File: src/rtl/lsi_pkg.sv
package lsi_pkg;

	localparam int MAX_BLOCK = 128;
	localparam int HIST = 7;
	localparam int PIX_W = 10;
	localparam int COL_W = $clog2(MAX_BLOCK);
	localparam int ROW_W = 3;
	localparam int ADDR_W = $clog2(HIST * MAX_BLOCK);
	localparam int QDEPTH = 4;
	localparam int PIX_MAX = 1023;

	typedef enum logic [1:0] {
		DIR_H  = 2'd0,
		DIR_V  = 2'd1,
		DIR_HV = 2'd2
	} dir_t;

	typedef enum logic [1:0] {
		MODE_INTER = 2'd0,
		MODE_UNI   = 2'd1,
		MODE_BI    = 2'd2
	} mode_t;

	typedef enum logic [2:0] {
		REG_DIRECTION = 3'd0,
		REG_FRAC_X    = 3'd1,
		REG_FRAC_Y    = 3'd2,
		REG_OUT_MODE  = 3'd3,
		REG_WIDTH     = 3'd4,
		REG_HEIGHT    = 3'd5
	} reg_idx_t;

	// work packet from the front end to the filter back end
	typedef struct packed {
		logic [PIX_W-1:0]        pix;
		logic [HIST-1:0][PIX_W-1:0] taps;
		logic signed [15:0]      other;
		logic                    do_h;    // horizontal filter feeds result
		logic                    do_v;    // vertical filter used
		logic                    store;   // write line store
		logic                    emit;
		logic                    last;
		logic [COL_W-1:0]        col;
		logic [ROW_W-1:0]        row_mod; // r % 7
		dir_t                    dir;
		mode_t                   mode;
		logic [1:0]              fx;
		logic [1:0]              fy;
	} work_t;

	function automatic logic signed [7:0] coef(input logic [1:0] f, input int i);
		logic signed [7:0] c;
		c = 8'sd0;
		unique case (f)
			2'd1: case (i)
				0: c = -8'sd1; 1: c = 8'sd4; 2: c = -8'sd10; 3: c = 8'sd58;
				4: c = 8'sd17; 5: c = -8'sd5; 6: c = 8'sd1; default: c = 8'sd0;
			endcase
			2'd3: case (i)
				0: c = 8'sd0; 1: c = 8'sd1; 2: c = -8'sd5; 3: c = 8'sd17;
				4: c = 8'sd58; 5: c = -8'sd10; 6: c = 8'sd4; default: c = -8'sd1;
			endcase
			default: case (i)
				0: c = -8'sd1; 1: c = 8'sd4; 2: c = -8'sd11; 3: c = 8'sd40;
				4: c = 8'sd40; 5: c = -8'sd11; 6: c = 8'sd4; default: c = -8'sd1;
			endcase
		endcase
		return c;
	endfunction

endpackage

File: src/rtl/lsi_front.sv
module lsi_front import lsi_pkg::*; (
	input  logic                    clk,
	input  logic                    arst_n,
	input  logic                    push,
	output logic                    full,
	input  logic [PIX_W-1:0]        ref_pixel,
	input  logic signed [15:0]      other_pred,
	input  logic                    cfg_we,
	input  logic [2:0]              cfg_index,
	input  logic [7:0]              cfg_data,
	input  logic                    q_full,
	output logic                    q_push,
	output work_t                   q_data
);

	logic [1:0] dir_q, fx_q, fy_q, mode_q;
	logic [7:0] bw_q, bh_q;
	logic [7:0] col_q, row_q;
	logic [ROW_W-1:0] rmod_q;
	logic [HIST-1:0][PIX_W-1:0] taps_q;
	logic [8:0] w, h;
	logic acc;
	dir_t dir;
	logic [8:0] c, r, col;

	assign full = q_full;
	assign acc = push && !q_full;
	assign w = (bw_q == 8'd0) ? 9'd1 : (bw_q > 8'(MAX_BLOCK) ? 9'(MAX_BLOCK) : {1'b0, bw_q});
	assign h = (bh_q == 8'd0) ? 9'd1 : (bh_q > 8'(MAX_BLOCK) ? 9'(MAX_BLOCK) : {1'b0, bh_q});
	assign c = {1'b0, col_q};
	assign r = {1'b0, row_q};

	always_comb begin
		dir = (dir_q == 2'd3) ? DIR_HV : dir_t'(dir_q);
		q_data = '0;
		q_data.pix = ref_pixel;
		q_data.taps = taps_q;
		q_data.other = other_pred;
		q_data.dir = dir;
		q_data.mode = (mode_q == 2'd3) ? MODE_UNI : mode_t'(mode_q);
		q_data.fx = fx_q;
		q_data.fy = fy_q;
		q_data.row_mod = rmod_q;
		col = 9'd0;
		unique case (dir)
			DIR_H: begin
				col = c - 9'd7;
				q_data.do_h = 1'b1;
				q_data.emit = c >= 9'd7 && r >= 9'd3 && r < 9'd3 + h;
				q_data.last = q_data.emit && col == w - 9'd1 && r - 9'd3 == h - 9'd1;
			end
			DIR_V: begin
				col = c - 9'd3;
				q_data.store = c >= 9'd3 && c < 9'd3 + w;
				q_data.do_v = 1'b1;
				q_data.emit = q_data.store && r >= 9'd7;
				q_data.last = q_data.emit && col == w - 9'd1 && r - 9'd7 == h - 9'd1;
			end
			default: begin
				col = c - 9'd7;
				q_data.store = c >= 9'd7;
				q_data.do_h = 1'b1;
				q_data.do_v = 1'b1;
				q_data.emit = q_data.store && r >= 9'd7;
				q_data.last = q_data.emit && col == w - 9'd1 && r - 9'd7 == h - 9'd1;
			end
		endcase
		q_data.col = col[COL_W-1:0];
		q_push = acc;
	end

	always_ff @(posedge clk or negedge arst_n) begin
		if (!arst_n) begin
			dir_q <= 2'd2; fx_q <= 2'd2; fy_q <= 2'd2; mode_q <= 2'd1;
			bw_q <= 8'd8; bh_q <= 8'd8;
			col_q <= '0; row_q <= '0; rmod_q <= '0; taps_q <= '0;
		end else if (cfg_we) begin
			unique case (cfg_index)
				REG_DIRECTION: dir_q <= cfg_data[1:0];
				REG_FRAC_X:    fx_q <= cfg_data[1:0];
				REG_FRAC_Y:    fy_q <= cfg_data[1:0];
				REG_OUT_MODE:  mode_q <= cfg_data[1:0];
				REG_WIDTH:     bw_q <= cfg_data;
				REG_HEIGHT:    bh_q <= cfg_data;
				default: ;
			endcase
			if (cfg_index <= REG_HEIGHT) begin
				col_q <= '0; row_q <= '0; rmod_q <= '0;
			end
		end else if (acc) begin
			taps_q <= {ref_pixel, taps_q[HIST-1:1]};
			if (c >= w + 9'd6) begin
				col_q <= '0;
				if (r >= h + 9'd6) begin
					row_q <= '0; rmod_q <= '0;
				end else begin
					row_q <= row_q + 8'd1;
					rmod_q <= (rmod_q == ROW_W'(HIST - 1)) ? '0 : rmod_q + 1'b1;
				end
			end else begin
				col_q <= col_q + 8'd1;
			end
		end
	end

	assert property (@(posedge clk) disable iff (!arst_n) q_push |-> !q_full)
		else $error("push into full queue");
	assert property (@(posedge clk) disable iff (!arst_n)
		q_push && q_data.last |-> q_data.emit)
		else $error("last without emit");
	assert property (@(posedge clk) disable iff (!arst_n) rmod_q < ROW_W'(HIST))
		else $error("row modulo out of range");

endmodule

File: config.mk
export PLATFORM = sky130hd
export DESIGN_NAME = lsi_front
export DESIGN_NICKNAME = d
export VERILOG_FILES = /design/src/rtl/lsi_pkg.sv /design/src/rtl/lsi_front.sv
export SDC_FILE = /design/constraint.sdc
export NUM_CORES = 1
export LEC_CHECK = 0
export BUFFER_PORTS_ARGS = -buffer_cell sky130_fd_sc_hd__buf_2
export CAP_MARGIN = 0
export CORE_MARGIN = 5
export CORE_UTILIZATION = 55
export CTS_CLUSTER_SIZE = 8
export DETAILED_ROUTE_END_ITERATION = 8
export PLACE_DENSITY_LB_ADDON = 0.2
export SLEW_MARGIN = 20
export SYNTH_ARGS = -nofsm -noshare
export SYNTH_HDL_FRONTEND = slang
export SYNTH_SLANG_ARGS = --single-unit
File: constraint.sdc
create_clock -name clk -period 9.1 [get_ports clk]
set_input_delay 1.82 -clock clk [delete_from_list [all_inputs] [get_ports clk]]
set_output_delay 1.82 -clock clk [all_outputs]
set_load 0.05 [all_outputs]
Word-level counts from Yosys, hierarchy flattened
Index checks and enable logic that the tools add are counted.
{"block": "op_classes", "addsub": 13, "n_reduce_logical": 28, "mux": 24, "bitwise_logic": 1, "n_eq_ne": 14, "order_cmp": 11}
{"cell": "$mux 8", "count": 12}
{"cell": "$eq 9x9->1", "count": 4}
{"cell": "$add 2x8->9 const A", "count": 2}
{"cell": "$add 8x3->9 const B", "count": 2}
{"cell": "$ge 8x9->1", "count": 2}
{"cell": "$lt 8x9->1", "count": 2}
{"cell": "$mux 3", "count": 6}
{"cell": "$sub 8x1->9 const B", "count": 2}
{"cell": "$sub 8x2->9 const B", "count": 2}
{"cell": "$sub 8x3->9 const B", "count": 2}
{"cell": "$add 8x1->8 const B", "count": 2}
{"cell": "$ge 8x2->1 const B", "count": 2}
{"cell": "$ge 8x3->1 const B", "count": 2}
{"cell": "$gt 8x8->1 const B", "count": 2}
{"cell": "$logic_not 8->1", "count": 2}
{"cell": "$reduce_and 2->1", "count": 8}
{"cell": "$logic_and 1x1->1", "count": 12}
{"cell": "$eq 3x3->1 const B", "count": 3}
{"cell": "$pmux 2 s2", "count": 2}
{"cell": "$mux 7", "count": 1}
{"cell": "$eq 3x2->1 const B", "count": 2}
{"cell": "$eq 2x2->1 const B", "count": 2}
{"cell": "$mux 2", "count": 2}
{"cell": "$reduce_bool 2->1", "count": 2}
{"cell": "11 further kinds", "count": 11}
{"block": "totals", "elab_cells": 107, "inputBits": 42, "output_inout_bits": 121, "regBits": 113}

Longest topological paths before layout
{"block": "logic_depth", "ltp_word": 10, "ltp_mapped": 18, "ltp_nobuf": 16}

Worst setup path before layout
Ideal clock, no wire load.
{"block": "synth_timing", "kind": "reg-to-output", "from": "reg bw_q[2]", "to": "out q_data[19] in the netlist's numbering", "required_ps": 7280, "arrival_ps": 3925, "n_path_buf": 2, "setup_slack_ps": 3355, "path_stages_with_launch": 19, "cell_sequence": "dfrtp_1 buf_2 or3_1 nor4_1 o21ai_0 ha_1 clkbuf_1 nand3b_1 nor2_1 xor2_1 nand2_1 ha_1 a21oi_1 o21ai_0 nor4_1 o21a_1 a21o_1 o21ai_0 nand2_1"}
{"item": "from (decl)", "line_no": "lsi_front.sv:17", "text": "logic [7:0] bw_q, bh_q;"}
{"item": "from (signal assigned)", "line_no": "lsi_front.sv:83", "text": "REG_WIDTH: bw_q <= cfg_data;"}
{"item": "to (decl)", "line_no": "lsi_front.sv:13", "text": "output work_t q_data"}

==> Implementation_results.wiki <==
{| class="wikitable"
! Metric !! Value
|-
| Outcome || finished, final reports clean
|-
| Share of the yosys chip area belonging to registers || 38.8%
|-
| Leak || 3.88 nW
|-
| Worst clock skew || 0.00905 ns
|-
| Average cell area after synthesis || 10.2 um^2
|-
| Final period utilization || 69.1%
|-
| Layout net count || 882
|-
| Unrepaired setup endpoints after global routing || no
|-
| Clock tree from TritonCTS || yes
|-
| Met1 Wirelength || 7470 um
|-
| Vias || 5,666
|-
| Portion of synthesized cell area occupied by the leading cell type || 36.6%
|-
| PwrDens || 362 nW/um^2
|-
| Via/cell ratio || 5.74
|-
| Biggest cell delay along the critical path || 0.45 ns
|-
| Routability-driven placement congestion ratio || 0.925
|-
| Highest-count cells in the layout ignoring fill and taps || sky130_fd_sc_hd__buf_2 (129), sky130_fd_sc_hd__dfrtp_1 (107), sky130_fd_sc_hd__mux2_2 (92), sky130_fd_sc_hd__nand2_1 (43), sky130_fd_sc_hd__ha_1 (42)
|-
| Highest-delay cell along the critical path || sky130_fd_sc_hd__dfrtp_1
|-
| Hold bufs inserted after CTS || 0
|-
| Root buffer selected by CTS || sky130_fd_sc_hd__clkbuf_16
|-
| First-pass GRT wire length || 30,100 um
|-
| Remaining antenna violation count || 0
|-
| Number of levels in the clock H-tree || 4
|-
| Worst reg2reg setup slack || 5.25 ns
|-
| Vias in the first global route || 5,867
|-
| Core region area || 13,100 um^2
|-
| Number of cell instances on the worst register-to-register path || 12
|-
| Number of stages on the worst hold path || 1
|-
| Hold WC Path Type || flip-flop to flip-flop
|-
| Violation count after the first detailed-routing iteration || 563
|-
| Setup-violating endpoint count in the final report || 0
|-
| Critical path startpoint category || flip-flop
|-
| Top-Level Pins || 163
|-
| Tightest slew margin relative to the limit || 26.1%
|-
| Iteration count of the initial detailed-routing pass || 5
|-
| Die Span Y || 125 um
|-
| Met3 wirelength from detailed routing || 1540 um
|-
| Number of different library cells in the post-synthesis netlist || 73
|-
| Number of antenna diodes || 0
|-
| Worst IR Drop VDD || 0.304 mV
|-
| Count of input and output buffers || 130
|-
| Number of antenna violations at the first check in global routing || 2
|-
| Total Routed Length || 18,000 um
|-
| Critical path cell sequence || or3_1, nor4_1, o21ai_0, ha_1, nand3b_1, nor2_1, xor2_1, nand2_1, ha_1, a21oi_1, o21ai_0, nor4_1, o21a_1, and4_2, nand4_1, o32ai_2, buf_2
|-
| Required time of the critical path || 7.28 ns
|-
| Total track usage || 23.5%
|-
| Predominant post-synthesis flop cell || sky130_fd_sc_hd__dfrtp_1
|-
| Arrival time of the worst setup path || 4.47 ns
|-
| Number of buffers created by CTS || 17
|-
| Proportion of layout cells with a drive suffix above 1 || 34.6%
|-
| Count of mapped cells out of synthesis || 720
|-
| Effective utilization at floorplan || 55.6%
|-
| Most frequent standard cell in the layout excluding fill and tap cells || sky130_fd_sc_hd__buf_2
|-
| Cell row count || 42
|-
| Least-Margin Pin Slew || 1.11 ns
|-
| Final design utilization || 64.1%
|-
| Final hold slack || 0.500 ns
|-
| Fmax || 159 MHz
|-
| Top post-synthesis cells by area || sky130_fd_sc_hd__dfrtp_1 (37%), sky130_fd_sc_hd__mux2_2 (14%), sky130_fd_sc_hd__ha_1 (7.2%)
|-
| Congestion Overflow GR || 0
|-
| Clk slew on worst S/H paths || 0.06 ns
|-
| Total stage count of the critical path || 17
|-
| Source-to-sink clock delay at the later pin of the worst-skew pair || 0.42 ns
|-
| Post-CTS Setup Inserts || 0
|-
| Count of flip-flops with a built-in enable after synthesis || 0
|-
| Kind of cell adding the most delay to the critical path || simple AND/OR/NAND/NOR gates
|-
| Pre-CTS worst setup slack || 3.26 ns
|-
| Final-report max-slew violation count || 0
|-
| # Max-Cap Violations || 0
|-
| Hold violation count in the final report || 0
|-
| Accumulated negative setup slack || 0 ns
|-
| Clock sink total || 113
|-
| P&R area growth vs syn || 15.3%
|-
| DIE WIDTH || 125 um
|-
| Number of warning messages in the yosys log || 0
|-
| Post-Syn Area || 7310 um^2
|-
| Critical Path Fanout Max || 9
|-
| CTS max path bufs || 2
|-
| Leading area contributor after synthesis || sky130_fd_sc_hd__dfrtp_1
|-
| Pin count of the biggest net entering global routing || 72
|-
| Die footprint || 15,700 um^2
|-
| Post-Synthesis Net Count || 804
|-
| Critical path buffer and inverter count || 1
|-
| Worst setup slack after layout || 2.81 ns
|-
| Routed wire per std cell || 18.2 um
|-
| Uppermost layer routed || met5
|-
| Total of cells resized after clock tree synthesis || 0
|-
| Detailed-route DRC error count || 0
|-
| HPWL after detailed placement || 13,000 um
|-
| Period minus WS final || 6.29 ns
|-
| Post-synthesis register bit count || 113
|-
| Asr flop ratio synth || 100%
|-
| Critical path start-end classification || flip-flop to primary output
|-
| Capturing element type of the critical path || primary output
|-
| Wire length on met2 || 8410 um
|}
## layer usage
metal	global-route usage [%]	vias to the layer above
li1	-	2691
met1	29.5	2714
met2	37.1	208
met3	8.44	49
met4	9.63	4
met5	0	-
## cell usage after synthesis (4+ instances only)
cell type,count
sky130_fd_sc_hd__xnor2_1,33
sky130_fd_sc_hd__nand4_1,6
sky130_fd_sc_hd__a211oi_1,4
sky130_fd_sc_hd__inv_1,19
sky130_fd_sc_hd__nor4_1,5
sky130_fd_sc_hd__xor2_1,21
sky130_fd_sc_hd__o21ai_0,37
sky130_fd_sc_hd__nand2b_1,11
sky130_fd_sc_hd__dfrtp_1,107
sky130_fd_sc_hd__or3_1,5
sky130_fd_sc_hd__nand2_1,43
sky130_fd_sc_hd__o211ai_1,4
sky130_fd_sc_hd__buf_4,28
sky130_fd_sc_hd__a31oi_1,5
sky130_fd_sc_hd__dfstp_2,6
sky130_fd_sc_hd__nor3_1,15
sky130_fd_sc_hd__mux2_2,92
sky130_fd_sc_hd__mux2i_1,8
sky130_fd_sc_hd__nor2_1,39
sky130_fd_sc_hd__ha_1,42
sky130_fd_sc_hd__o21a_1,10
sky130_fd_sc_hd__a21oi_1,16
sky130_fd_sc_hd__clkbuf_1,38
sky130_fd_sc_hd__and3_1,7
sky130_fd_sc_hd__nor2b_1,15
sky130_fd_sc_hd__o31ai_1,14
sky130_fd_sc_hd__nand3_1,21
## registers in the layout, summed over array words and instances, names as in the netlist, 3 cells and up
signal / count
bw_q: 8
rmod_q: 3
bh_q: 8
q_data: 70
row_q: 8
col_q: 8
## worst register-to-register path: cells and delay by family, from the launching register on
family          cells  cell delay, ns
compound gates      8            1.77
simple gates        2            1.05
flops               1            0.47
fa+ha+maj           1            0.32
buf+inv             1            0.14
## final cells by class
cell class / instances / area, um^2
fill: 1064 / 4710
multi-input combinational: 514 / 4000
sequential: 113 / 2840
timing repair buffer: 133 / 676
clock buffer: 18 / 439
tap: 176 / 220
clock inverter: 14 / 181
inverter: 19 / 71.3
## worst paths after layout
check | from | endpoint
setup / recovery | bw_q[2]$_DFFE_PN0P_ | q_data[18]
min in group asynchronous | arst_n | row_q[3]$_DFFE_PN0P_
hold reg to reg | q_data[41]$_DFFE_PN0P_ | q_data[41]$_DFFE_PN0P_
hold / removal | q_data[41]$_DFFE_PN0P_ | q_data[41]$_DFFE_PN0P_
max in group asynchronous | arst_n | bh_q[3]$_DFFE_PN1P_
setup reg to reg | bh_q[2]$_DFFE_PN0P_ | rmod_q[0]$_DFFE_PN0P_
## logic make-up (layout without fill, tap and decap cells)
| kind of cell | after synthesis | after routing | share of synthesized area [%] |
|---|---|---|---|
| DFF | 113 | 113 | 38.8 |
| adders and majority gates | 42 | 42 | 7.19 |
| buffers and inverters | 93 | 184 | 6.62 |
| xor gates and xnor gates | 55 | 55 | 6.69 |
| muxes | 102 | 102 | 15.6 |
| AOI/OAI and AO/OA | 120 | 120 | 10.9 |
| and+or+nand+nor | 195 | 195 | 14.2 |
## power breakdown
group / internal (W) / switching (W)
clock: 0.000441 / 0.000254
combinational: 0.000464 / 0.00102
sequential: 0.000677 / 0.000192
total: 0.00158 / 0.00147
## stage by stage
stage	cells	area, um^2	power, W
final	987	8430	0.00305
after CTS	987	8430	0.00306
after global placement	955	7810	0.00231
after detailed placement	955	7810	0.00236
after global routing	987	8430	0.00322
after floorplan	720	7310	0.00202
(Power assumes the default switching activity.)
