File: src/rtl/lsi_pkg.sv
package lsi_pkg;

	localparam int MAX_BLOCK = 128;
	localparam int HIST = 7;
	localparam int PIX_W = 10;
	localparam int COL_W = $clog2(MAX_BLOCK);
	localparam int ROW_W = 3;
	localparam int ADDR_W = $clog2(HIST * MAX_BLOCK);
	localparam int QDEPTH = 4;
	localparam int PIX_MAX = 1023;

	typedef enum logic [1:0] {
		DIR_H  = 2'd0,
		DIR_V  = 2'd1,
		DIR_HV = 2'd2
	} dir_t;

	typedef enum logic [1:0] {
		MODE_INTER = 2'd0,
		MODE_UNI   = 2'd1,
		MODE_BI    = 2'd2
	} mode_t;

	typedef enum logic [2:0] {
		REG_DIRECTION = 3'd0,
		REG_FRAC_X    = 3'd1,
		REG_FRAC_Y    = 3'd2,
		REG_OUT_MODE  = 3'd3,
		REG_WIDTH     = 3'd4,
		REG_HEIGHT    = 3'd5
	} reg_idx_t;

	// work packet from the front end to the filter back end
	typedef struct packed {
		logic [PIX_W-1:0]        pix;
		logic [HIST-1:0][PIX_W-1:0] taps;
		logic signed [15:0]      other;
		logic                    do_h;    // horizontal filter feeds result
		logic                    do_v;    // vertical filter used
		logic                    store;   // write line store
		logic                    emit;
		logic                    last;
		logic [COL_W-1:0]        col;
		logic [ROW_W-1:0]        row_mod; // r % 7
		dir_t                    dir;
		mode_t                   mode;
		logic [1:0]              fx;
		logic [1:0]              fy;
	} work_t;

	function automatic logic signed [7:0] coef(input logic [1:0] f, input int i);
		logic signed [7:0] c;
		c = 8'sd0;
		unique case (f)
			2'd1: case (i)
				0: c = -8'sd1; 1: c = 8'sd4; 2: c = -8'sd10; 3: c = 8'sd58;
				4: c = 8'sd17; 5: c = -8'sd5; 6: c = 8'sd1; default: c = 8'sd0;
			endcase
			2'd3: case (i)
				0: c = 8'sd0; 1: c = 8'sd1; 2: c = -8'sd5; 3: c = 8'sd17;
				4: c = 8'sd58; 5: c = -8'sd10; 6: c = 8'sd4; default: c = -8'sd1;
			endcase
			default: case (i)
				0: c = -8'sd1; 1: c = 8'sd4; 2: c = -8'sd11; 3: c = 8'sd40;
				4: c = 8'sd40; 5: c = -8'sd11; 6: c = 8'sd4; default: c = -8'sd1;
			endcase
		endcase
		return c;
	endfunction

endpackage

File: src/rtl/lsi_queue.sv
module lsi_queue import lsi_pkg::*; (
	input  logic  clk,
	input  logic  arst_n,
	input  logic  wr,
	input  work_t wdata,
	output logic  full,
	input  logic  rd,
	output logic  empty,
	output work_t rdata
);

	localparam int PW = $clog2(QDEPTH);
	work_t mem_q [QDEPTH];
	logic [PW-1:0] wp_q, rp_q;
	logic [PW:0] cnt_q;

	assign full = cnt_q == (PW+1)'(QDEPTH);
	assign empty = cnt_q == '0;
	assign rdata = mem_q[rp_q];

	always_ff @(posedge clk) begin
		if (wr && !full) mem_q[wp_q] <= wdata;
	end

	always_ff @(posedge clk or negedge arst_n) begin
		if (!arst_n) begin
			wp_q <= '0; rp_q <= '0; cnt_q <= '0;
		end else begin
			if (wr && !full) wp_q <= wp_q + 1'b1;
			if (rd && !empty) rp_q <= rp_q + 1'b1;
			cnt_q <= cnt_q + (PW+1)'(wr && !full) - (PW+1)'(rd && !empty);
		end
	end

	assert property (@(posedge clk) disable iff (!arst_n) cnt_q <= (PW+1)'(QDEPTH))
		else $error("queue count overflow");
	assert property (@(posedge clk) disable iff (!arst_n)
		full |=> !(cnt_q == '0))
		else $error("queue emptied too fast");
	assert property (@(posedge clk) disable iff (!arst_n)
		empty && !wr |=> empty)
		else $error("queue filled without write");

endmodule

File: config.mk
export PLATFORM = sky130hd
export DESIGN_NAME = lsi_queue
export DESIGN_NICKNAME = d
export VERILOG_FILES = /design/src/rtl/lsi_pkg.sv /design/src/rtl/lsi_queue.sv
export SDC_FILE = /design/constraint.sdc
export NUM_CORES = 1
export LEC_CHECK = 0
export BUFFER_PORTS_ARGS = -buffer_cell sky130_fd_sc_hd__buf_2
export CAP_MARGIN = 5
export CORE_MARGIN = 4
export CORE_UTILIZATION = 50
export DETAILED_ROUTE_END_ITERATION = 10
export GPL_TIMING_DRIVEN = 0
export PLACE_DENSITY = 0.71
export RECOVER_POWER = 100
export SETUP_SLACK_MARGIN = 0.1
export SYNTH_ARGS = -nofsm -noshare
export SYNTH_HDL_FRONTEND = slang
export SYNTH_SLANG_ARGS = --single-unit
File: constraint.sdc
create_clock -name clk -period 5.39 [get_ports clk]
set_input_delay 0.8085 -clock clk [delete_from_list [all_inputs] [get_ports clk]]
set_output_delay 0.8085 -clock clk [all_outputs]
set_load 0.05 [all_outputs]
# Yosys cells after proc, flatten, opt, wreduce, memory -nomap -nowiden
# Memory sizes are Yosys's and may differ from the RTL's.
# Cells that the tools add are included.
dict set report totals {
  register_bits 7
  ramBits 476
  input_bits 123
  out_inout_bits 121
  elab_cells 16
  memories 1
}
# memory depth width read_ports rd_clocked_by_memory_dff wr line
set memory_table {}
lappend memory_table {mem_q 4 119 1 0 1 lsi_queue.sv:13} ;# work_t mem_q [QDEPTH];
dict set report op_classes {
  n_addsub 4
  eq_ne 1
  n_mux 2
  n_reduce_logical 5
}
# operator n
set ops {}
lappend ops {{$add 2x1->2 const B} 2}
lappend ops {{$add 3x1->3} 1}
lappend ops {{$eq 3x3->1 const B} 1}
lappend ops {{$logic_not 3->1} 1}
lappend ops {{$sub 3x1->3} 1}
lappend ops {{$logic_and 1x1->1} 2}
lappend ops {{$logic_not 1->1} 2}
lappend ops {{$mux 1} 2}

# Logic depth before layout (Yosys ltp)
# Gate-level depths: netlist of the first run.
dict set report logic_depth {
  word_depth 5
  mapped_depth 8
  mapped_depth_nobuf 8
}

# Worst setup path after synthesis of the first run
# No wires, ideal clock.
dict set report synth_timing {
  path_type {flip-flop to flip-flop}
  from {register cnt_q[2]}
  to {memory mem_q[0][0] in the netlist's numbering (enable)}
  setup_time_ps 493
  t_arrival_ps 3611
  t_required_ps 4897
  setup_slack_ps 1287
  stages_incl_launch_ff 3
  n_path_buf 0
  synth_period_minus_slack_ps 4103
  path_cell_list {dfrtp_1 -> nor3b_2 -> and3b_1}
}
dict set report synth_via {
  elab_chain_len 5
}
# item line
set synth_rtl {}
lappend synth_rtl {{from (decl)} lsi_queue.sv:15} ;# logic [PW:0] cnt_q;
lappend synth_rtl {{from (signal assigned)} lsi_queue.sv:31} ;# cnt_q <= cnt_q + (PW+1)'(wr && !full) - (PW+1)'(rd && !empty);
lappend synth_rtl {{$eq 3x3->1} lsi_queue.sv:17} ;# assign full = cnt_q == (PW+1)'(QDEPTH);
lappend synth_rtl {{via full} lsi_queue.sv:6} ;# output logic full,
lappend synth_rtl {{$logic_not 1->1} lsi_queue.sv:22} ;# if (wr && !full) mem_q[wp_q] <= wdata;
lappend synth_rtl {{$logic_and 1x1->1} lsi_queue.sv:22}
lappend synth_rtl {{$mux 1} lsi_queue.sv:22}
lappend synth_rtl {{$mux 1 (implied by the code)} lsi_queue.sv:22}
lappend synth_rtl {{to (decl)} lsi_queue.sv:13}
# The timed path passes the listed nets, and every way through them passes these cells.

# Worst setup path in the final report of the first run
dict set report layout_timing {
  from {register cnt_q[2]}
  to {memory mem_q[2][67] in the netlist's numbering (enable)}
}
dict set report layout_via {
  elab_chain_len 5
}
# item line
set layout_rtl {}
lappend layout_rtl {{$eq 3x3->1} lsi_queue.sv:17}
lappend layout_rtl {{$logic_not 1->1} lsi_queue.sv:22}
lappend layout_rtl {{$logic_and 1x1->1} lsi_queue.sv:22}
lappend layout_rtl {{$mux 1} lsi_queue.sv:22}
lappend layout_rtl {{$mux 1 (implied by the code)} lsi_queue.sv:22}
# No other way between the ends.

==> results of run 1 <==
stage by stage:
stage	TNS [ns]	setup slack, ns	utilization	total power, mW
after global routing	0	0.9120	0.5996	14.12
after global placement	-518.28	-1.129	0.5607	10.74
after CTS	0	1.851	0.6110	13.93
after floorplan	0	1.287	-	9.380
after detailed placement	0	2.466	0.5675	10.73
final	0	1.289	0.5996	13.53
worst paths after layout:
path                                     startpoint                endpoint  cells after the start
worst min register to register  wp_q[1]$_DFFE_PN0P_     wp_q[1]$_DFFE_PN0P_                      2
min in group clk                          wdata[83]  mem_q[2][83]$_DFFE_PP_                      1
max in group asynchronous                    arst_n     wp_q[1]$_DFFE_PN0P_                      1
worst max-delay path             cnt_q[2]$_DFF_PN0_  mem_q[2][67]$_DFFE_PP_                      4
worst max register to register   cnt_q[2]$_DFF_PN0_  mem_q[2][67]$_DFFE_PP_                      4
worst min-delay path                         arst_n      cnt_q[0]$_DFF_PN0_                      1
cell usage in the layout (no fill, tap or decap), types with 4 or more instances in the layout:
| cell type | count |
|---|---|
| and3b_1 | 4 |
| buf_16 | 5 |
| buf_2 | 14 |
| buf_8 | 8 |
| bufinv_16 | 4 |
| clkbuf_1 | 259 |
| clkbuf_16 | 49 |
| clkinv_1 | 7 |
| clkinv_2 | 4 |
| dfrtp_1 | 7 |
| edfxtp_1 | 476 |
| ha_1 | 6 |
| inv_1 | 6 |
| mux4_2 | 119 |
| nand2b_1 | 4 |
| xnor2_1 | 4 |
cells in the mapped netlist, types with 2 or more instances:
cell type | instances | share of area
and3b_1 | 4 | 0.0020
buf_2 | 12 | 0.0034
buf_6 | 2 | 0.0013
buf_8 | 8 | 0.0068
clkbuf_1 | 3 | 0.00064
dfrtp_1 | 7 | 0.0099
edfxtp_1 | 476 | 0.81
ha_1 | 6 | 0.0042
inv_1 | 6 | 0.0013
mux4_2 | 119 | 0.15
nand2b_1 | 4 | 0.0014
nand4bb_1 | 2 | 0.0013
o211ai_1 | 2 | 0.00085
xnor2_1 | 4 | 0.0020
worst register-to-register path, cell delays in order, from the launching register on:
cell	delay, ns
dfrtp_1	0.44
nor3b_1	0.24
and3b_1	1.68
buf_16	0.32
clkbuf_2	0.96
registers in the layout, summed over array words and instances, names as in the netlist:
name / cells
rp_q: 2
mem_q: 476
wp_q: 2
cnt_q: 3
power groups by stage:
stage          logic (mW)  clock network [mW]  registers (mW)
3_5_place_dp         5.55                   0            5.18
2_1_floorplan        4.16                   0            5.22
3_3_place_gp         5.41                   0            5.33
6_report             5.22                3.19            5.12
5_1_grt              5.51                3.43            5.17
4_1_cts              5.56                3.27            5.11
cell type report:
cell class	instances	area, µm²
Sequential cell	483	14470
Fill cell	2541	13900
Multi-Input combinational cell	147	2940
Clock buffer	66	1320
Timing Repair Buffer	251	1080
Tap cell	455	569.3
Buffer	27	221.5
Clock inverter	18	190.2
Inverter	6	22.52
cells by family (layout without fill, tap and decap cells):
logic type	after synthesis	after routing	synth area share
compound gates	4	4	0.001769
xor+xnor	4	4	0.001982
fa+ha+maj	7	7	0.005379
buf+inv	33	368	0.01493
flops	483	483	0.8185
mux	119	119	0.1516
simple gates	13	13	0.005873
metal layers:
| metal | GRT usage | up-vias |
|---|---|---|
| met3 | 0.03950 | 72 |
| met2 | 0.2906 | 219 |
| met4 | 0.05767 | 10 |
| met1 | 0.2320 | 4125 |
| met5 | 0 | - |
| li1 | - | 3484 |
==> impl_metrics.csv, run 1 <==
group,metric,value,unit
floorplanning,io-pin-count,244,
power_and_ir_drop,power_density,650.0,mW/mm²
finish,finalNetCount,1094,
power_and_ir_drop,seqPwrFrac,0.378,
grt,overflow,0,
critical_path,cp.required,5.55,ns
timing,min_period_over_period,0.7609,
placed_design,post-place-cells,1369,
critical_path,r2r_slack,1.29,ns
cts,clock_sinks,483,
finish,design_area,0.02081,mm²
grt,grt_start_max_net_pins,49,
timing,maxSlewViolCount,141,
finish,area_growth,17.73,%
yosys,syn_avg_cell_area,26.66,µm²
timing,worst_slew_pin_slew,2.120,ns
route,firstDrtPassIters,4,
floorplanning,rows,68,
finish,layout-drive-gt1-share,0.2154,
cts,hold_buffers,0,
floorplanning,core-area,0.03471,mm²
route,via_per_inst,5.444,
yosys,yosysWarnings,0,
route,met1_length,13.57,mm
yosys,ys_ff_latch,483,
status,violations,"capacitance limit, slew limit",
grt,grt_pass1_wl,51.00,mm
timing,rsz0062_at_grt,"no",
critical_path,end_kind,"flop",
cts,cts_setup_buffers,0,
power_and_ir_drop,switchingPower,5.223,mW
timing,min_period,4.101,ns
grt,antenna_found_initial,5,
timing,hold_ws,0.1467,ns
grt,grt_usage,0.1744,
route,drt_iter0_drc,354,
cts,cts_tree,"done",
critical_path,crit_fanout,41,
critical_path,cp_slowest_stage_delay,1.68,ns
yosys,syn_inst,663,
floorplanning,dieArea,0.03843,mm²
placed_design,dp_hpwl,21.06,mm
power_and_ir_drop,vdd_drop_max,473.3,µV
route,antenna_left,0,
timing,setup_viol,0,
yosys,synth_edf_count,476,
placed_design,port_buffers,243,
critical_path,worstPathCellList,"nor3b_1 -> and3b_1 -> buf_16 -> clkbuf_2",
yosys,synthesis.area,0.01768,mm²
yosys,synth_flop_cell,"edfxtp_1",
cts,cts_made_buffers,48,
worst_hold_path,hp-class,"in -> async",
timing,fmax,243.8,MHz
yosys,ys_seq_area_frac,0.8185,
yosys,synth_fp_nets,793,
placed_design,gp_congestion,0.7341,
power_and_ir_drop,clock_power_share,0.236,
critical_path,crit_type,"reg -> reg",
yosys,async_flop_share,0.01449,
timing,slew_headroom,-0.4133,
route,wl_met3,1.781,mm
grt,grt_pass1_vias,8352,
critical_path,worstPathArrival,4.27,ns
route,num_vias,7910,
timing,skew,0.009639,ns
cts,clock-root-buffer,"clkbuf_16",
critical_path,critPathLaunchType,"flop",
status,status,"finished, violations left",
critical_path,path_delay_family,"simple AND/OR/NAND/NOR gates",
route,dr_wl_met2,17.14,mm
route,routedWlPerCell,23.01,µm
cts,cts_resized,0,
power_and_ir_drop,leakagePower,6.565,nW
route,drcViolationCount,0,
power_and_ir_drop,switching_share,0.3861,
cts,clkLatencyLatePin,0.56,ns
floorplanning,die-width,196.0,µm
timing,hold_viol_final,0,
floorplanning,start_util,0.5093,
flow_run,cap_violations,4,
placed_design,placed_area,0.01970,mm²
route,wl,33.43,mm
critical_path,critical_path.slowest_cell,"and3b_1",
yosys,ys_types,22,
power_and_ir_drop,internal_power,8.305,mW
cts,h-tree-depth,2,
floorplanning,die_h,196.0,µm
finish,instances_no_fill,1453,
cts,clk_path_buf_depth,3,
critical_path,crit_buf_inv,2,
cts,clk_pin_slew,0.06,ns
power_and_ir_drop,combPwrFrac,0.386,
finish,diodes,0,
route,top_layer_used,"met5",
No activity file was read; power rests on OpenSTA's default activity.
==> run 2: changes to the inputs <==
==> constraint.sdc (replaced) <==
create_clock -name clk -period 4.1 [get_ports clk]
set_input_delay 0.615 -clock clk [delete_from_list [all_inputs] [get_ports clk]]
set_output_delay 0.615 -clock clk [all_outputs]
set_load 0.05 [all_outputs]
==> run 2 against run 1 <==
Compared with the run above: non-clock buffer count up 1; sequential power is 31% higher; register-to-register slack worse by 0.20 ns; hold slack gained 0.17 ns; combinational power rose by 33%; sequential share of layout area shrank 0.50 points; via count is 0.42% lower; wire length fell by 1.1%; the flow still finishes with violations (capacitance limit, slew limit); count of clock-buffer cells in the layout down 8; first-iteration DRC count is 17% higher; clock skew grew 0.0053 ns; cell count grew 0.48%.
==> impl_metrics.csv, run 2 (same netlist as run 1, synthesis figures left out) <==
group,metric,value,unit
status,status,"finished, violations left",
status,violations,"capacitance limit, slew limit",
cts,clk_pin_slew,0.06,ns
grt,antenna_found_initial,1,
timing,slew_headroom,-0.3150,
critical_path,end_kind,"output pin",
finish,final-seq-area,0.01447,mm²
floorplanning,die_h,196.0,µm
finish,area_growth,18.59,%
timing,skew,0.01490,ns
critical_path,critical_path.slowest_cell,"clkbuf_1",
floorplanning,die-width,196.0,µm
route,drt_iter0_drc,413,
floorplanning,dieArea,0.03843,mm²
placed_design,port_buffers,243,
critical_path,r2r_start,"cnt_q[2]$_DFF_PN0_",
power_and_ir_drop,switchingPower,6.875,mW
critical_path,rr_endpoint,"mem_q[0][48]$_DFFE_PP_",
timing,fmax,277.9,MHz
placed_design,gp_congestion,0.7111,
route,wl,33.06,mm
finish,max_flop_register,"mem_q",
cts,clk_path_buf_depth,3,
critical_path,worstPathCellList,"clkbuf_1 -> clkbuf_1 -> mux4_2 -> clkbuf_1",
grt,grt_pass1_wl,50.94,mm
cts,clkLatencyLatePin,0.55,ns
critical_path,critPathLaunchType,"flop",
power_and_ir_drop,switching_share,0.3846,
critical_path,rr_worst_depth,3,
power_and_ir_drop,clock_power_share,0.235,
cts,cts_tree,"done",
route,firstDrtPassIters,5,
grt,grt_start_max_net_pins,50,
timing,min_period,3.598,ns
route,antenna_left,0,
cts,h-tree-depth,2,
worst_hold_path,hp-class,"in -> reg",
route,routedWlPerCell,22.65,µm
grt,grt_pass1_vias,8520,
cts,cts_setup_buffers,0,
critical_path,cp_slowest_stage_delay,0.72,ns
power_and_ir_drop,power_density,852.7,mW/mm²
finish,finalNetCount,1096,
power_and_ir_drop,internal_power,11.00,mW
timing,rsz0062_at_grt,"no",
finish,top_regs,"mem_q (476), cnt_q (3)",
critical_path,cp.required,3.48,ns
critical_path,crit_top_cell,"clkbuf_1",
grt,overflow,0,
finish,largest_reg_flops,476,
critical_path,worstPathArrival,2.98,ns
critical_path,startpoint,"rp_q[1]$_DFFE_PN0P_",
cts,cts_made_buffers,49,
critical_path,r2r_slack,1.09,ns
timing,hold_viol_final,0,
critical_path,crit_fanout,10,
cts,clock_sinks,483,
timing,postLayoutSetupSlackWorst,0.5016,ns
timing,setup_viol,0,
power_and_ir_drop,vdd_drop_max,633.6,µV
timing,worst_slew_pin_slew,1.973,ns
cts,clock-root-buffer,"clkbuf_16",
floorplanning,core-area,0.03471,mm²
flow_run,cap_violations,4,
cts,hold_buffers,1,
power_and_ir_drop,seqPwrFrac,0.376,
grt,grt_usage,0.1732,
finish,fillCellCount,2515,
finish,multi_input_area,0.002940,mm²
route,via_per_inst,5.395,
power_and_ir_drop,finalPower,17.88,mW
floorplanning,io-pin-count,244,
placed_design,dp_hpwl,20.98,mm
critical_path,setup.worst_path.end,"rdata[66]",
finish,final_util,0.6039,
timing,min_period_over_period,0.8777,
critical_path,crit_type,"reg -> out",
finish,layout-drive-gt1-share,0.2443,
placed_design,post-place-ws,1.311,ns
route,num_vias,7877,
timing,final.setup.tns,0,ns
finish,final_cell_mix,"476 x edfxtp_1, 226 x clkbuf_1, 119 x mux4_2",
cts,cts_resized,0,
power_and_ir_drop,combPwrFrac,0.389,
finish,final_common_cell,"edfxtp_1",
route,drcViolationCount,0,
timing,maxSlewViolCount,126,
power_and_ir_drop,leakagePower,6.684,nW
floorplanning,rows,68,
floorplanning,start_util,0.5093,
==> run 2: cell count changes in the layout (fill, tap and decap cells not counted), sizes merged <==
cell         change
clkbuf          -37
buf             +29
clkinv          +10
diode            +2
clkinvlp         +1
dlygate4sd3      +1
inv              +1
==> run 2: power groups by stage <==
stage               logic (mW)  registers (mW)  clock network [mW]
floorplan                 5.48            6.78                   0
global placement          7.10            6.88                   0
detailed placement        7.28            6.82                   0
CTS                       7.30            6.72                4.32
global route              7.33            6.79                4.55
finish                    6.95            6.72                4.21
==> run 2: worst min-delay path by stage <==
| stage | startpoint | endpoint | depth (start not counted) |
|---|---|---|---|
| final | wdata[91] | mem_q[3][91]$_DFFE_PP_ | 1 |
| after global routing | wdata[24] | mem_q[1][24]$_DFFE_PP_ | 1 |
| after CTS | wdata[87] | mem_q[2][87]$_DFFE_PP_ | 1 |
| after detailed placement | arst_n | wp_q[1]$_DFFE_PN0P_ | 1 |
| after global placement | arst_n | wp_q[1]$_DFFE_PN0P_ | 1 |
| after floorplan | arst_n | cnt_q[0]$_DFF_PN0_ | 0 |
==> run 2: critical path: cells and delay by family, from the launching register on <==
kind	cells	cell delay (ns)
buf+inv	3	1.76
flops	1	0.35
mux	1	0.33
==> run 2: layout make-up <==
cell class / instances / area share
Tap cell: 455 / 0.02716
Antenna cell: 2 / 0.0002387
Multi-Input combinational cell: 147 / 0.1403
Inverter: 6 / 0.001074
Clock inverter: 30 / 0.01164
Buffer: 27 / 0.01098
Timing Repair Buffer: 252 / 0.05634
Sequential cell: 483 / 0.6902
Clock buffer: 58 / 0.06213
==> run 2: routing by layer <==
metal / global-route usage / wire length (µm) / up-vias
met1: 0.2336 / 13170 / 4117
met3: 0.03916 / 1970 / 48
met5: 0 / 20 / -
met2: 0.2892 / 17280 / 208
met4: 0.04913 / 622 / 2
li1: - / - / 3502
==> run 2: stage by stage <==
| step | hold slack, ns | cells | instance area (µm²) |
|---|---|---|---|
| finish | 0.3151 | 1460 | 20960 |
| global route | 0.3033 | 1458 | 20960 |
| CTS | 0.2447 | 1458 | 21260 |
| detailed placement | 0.4605 | 1369 | 19700 |
| global placement | 0.4630 | 1361 | 19470 |
| floorplan | 0.3194 | 663 | 17680 |
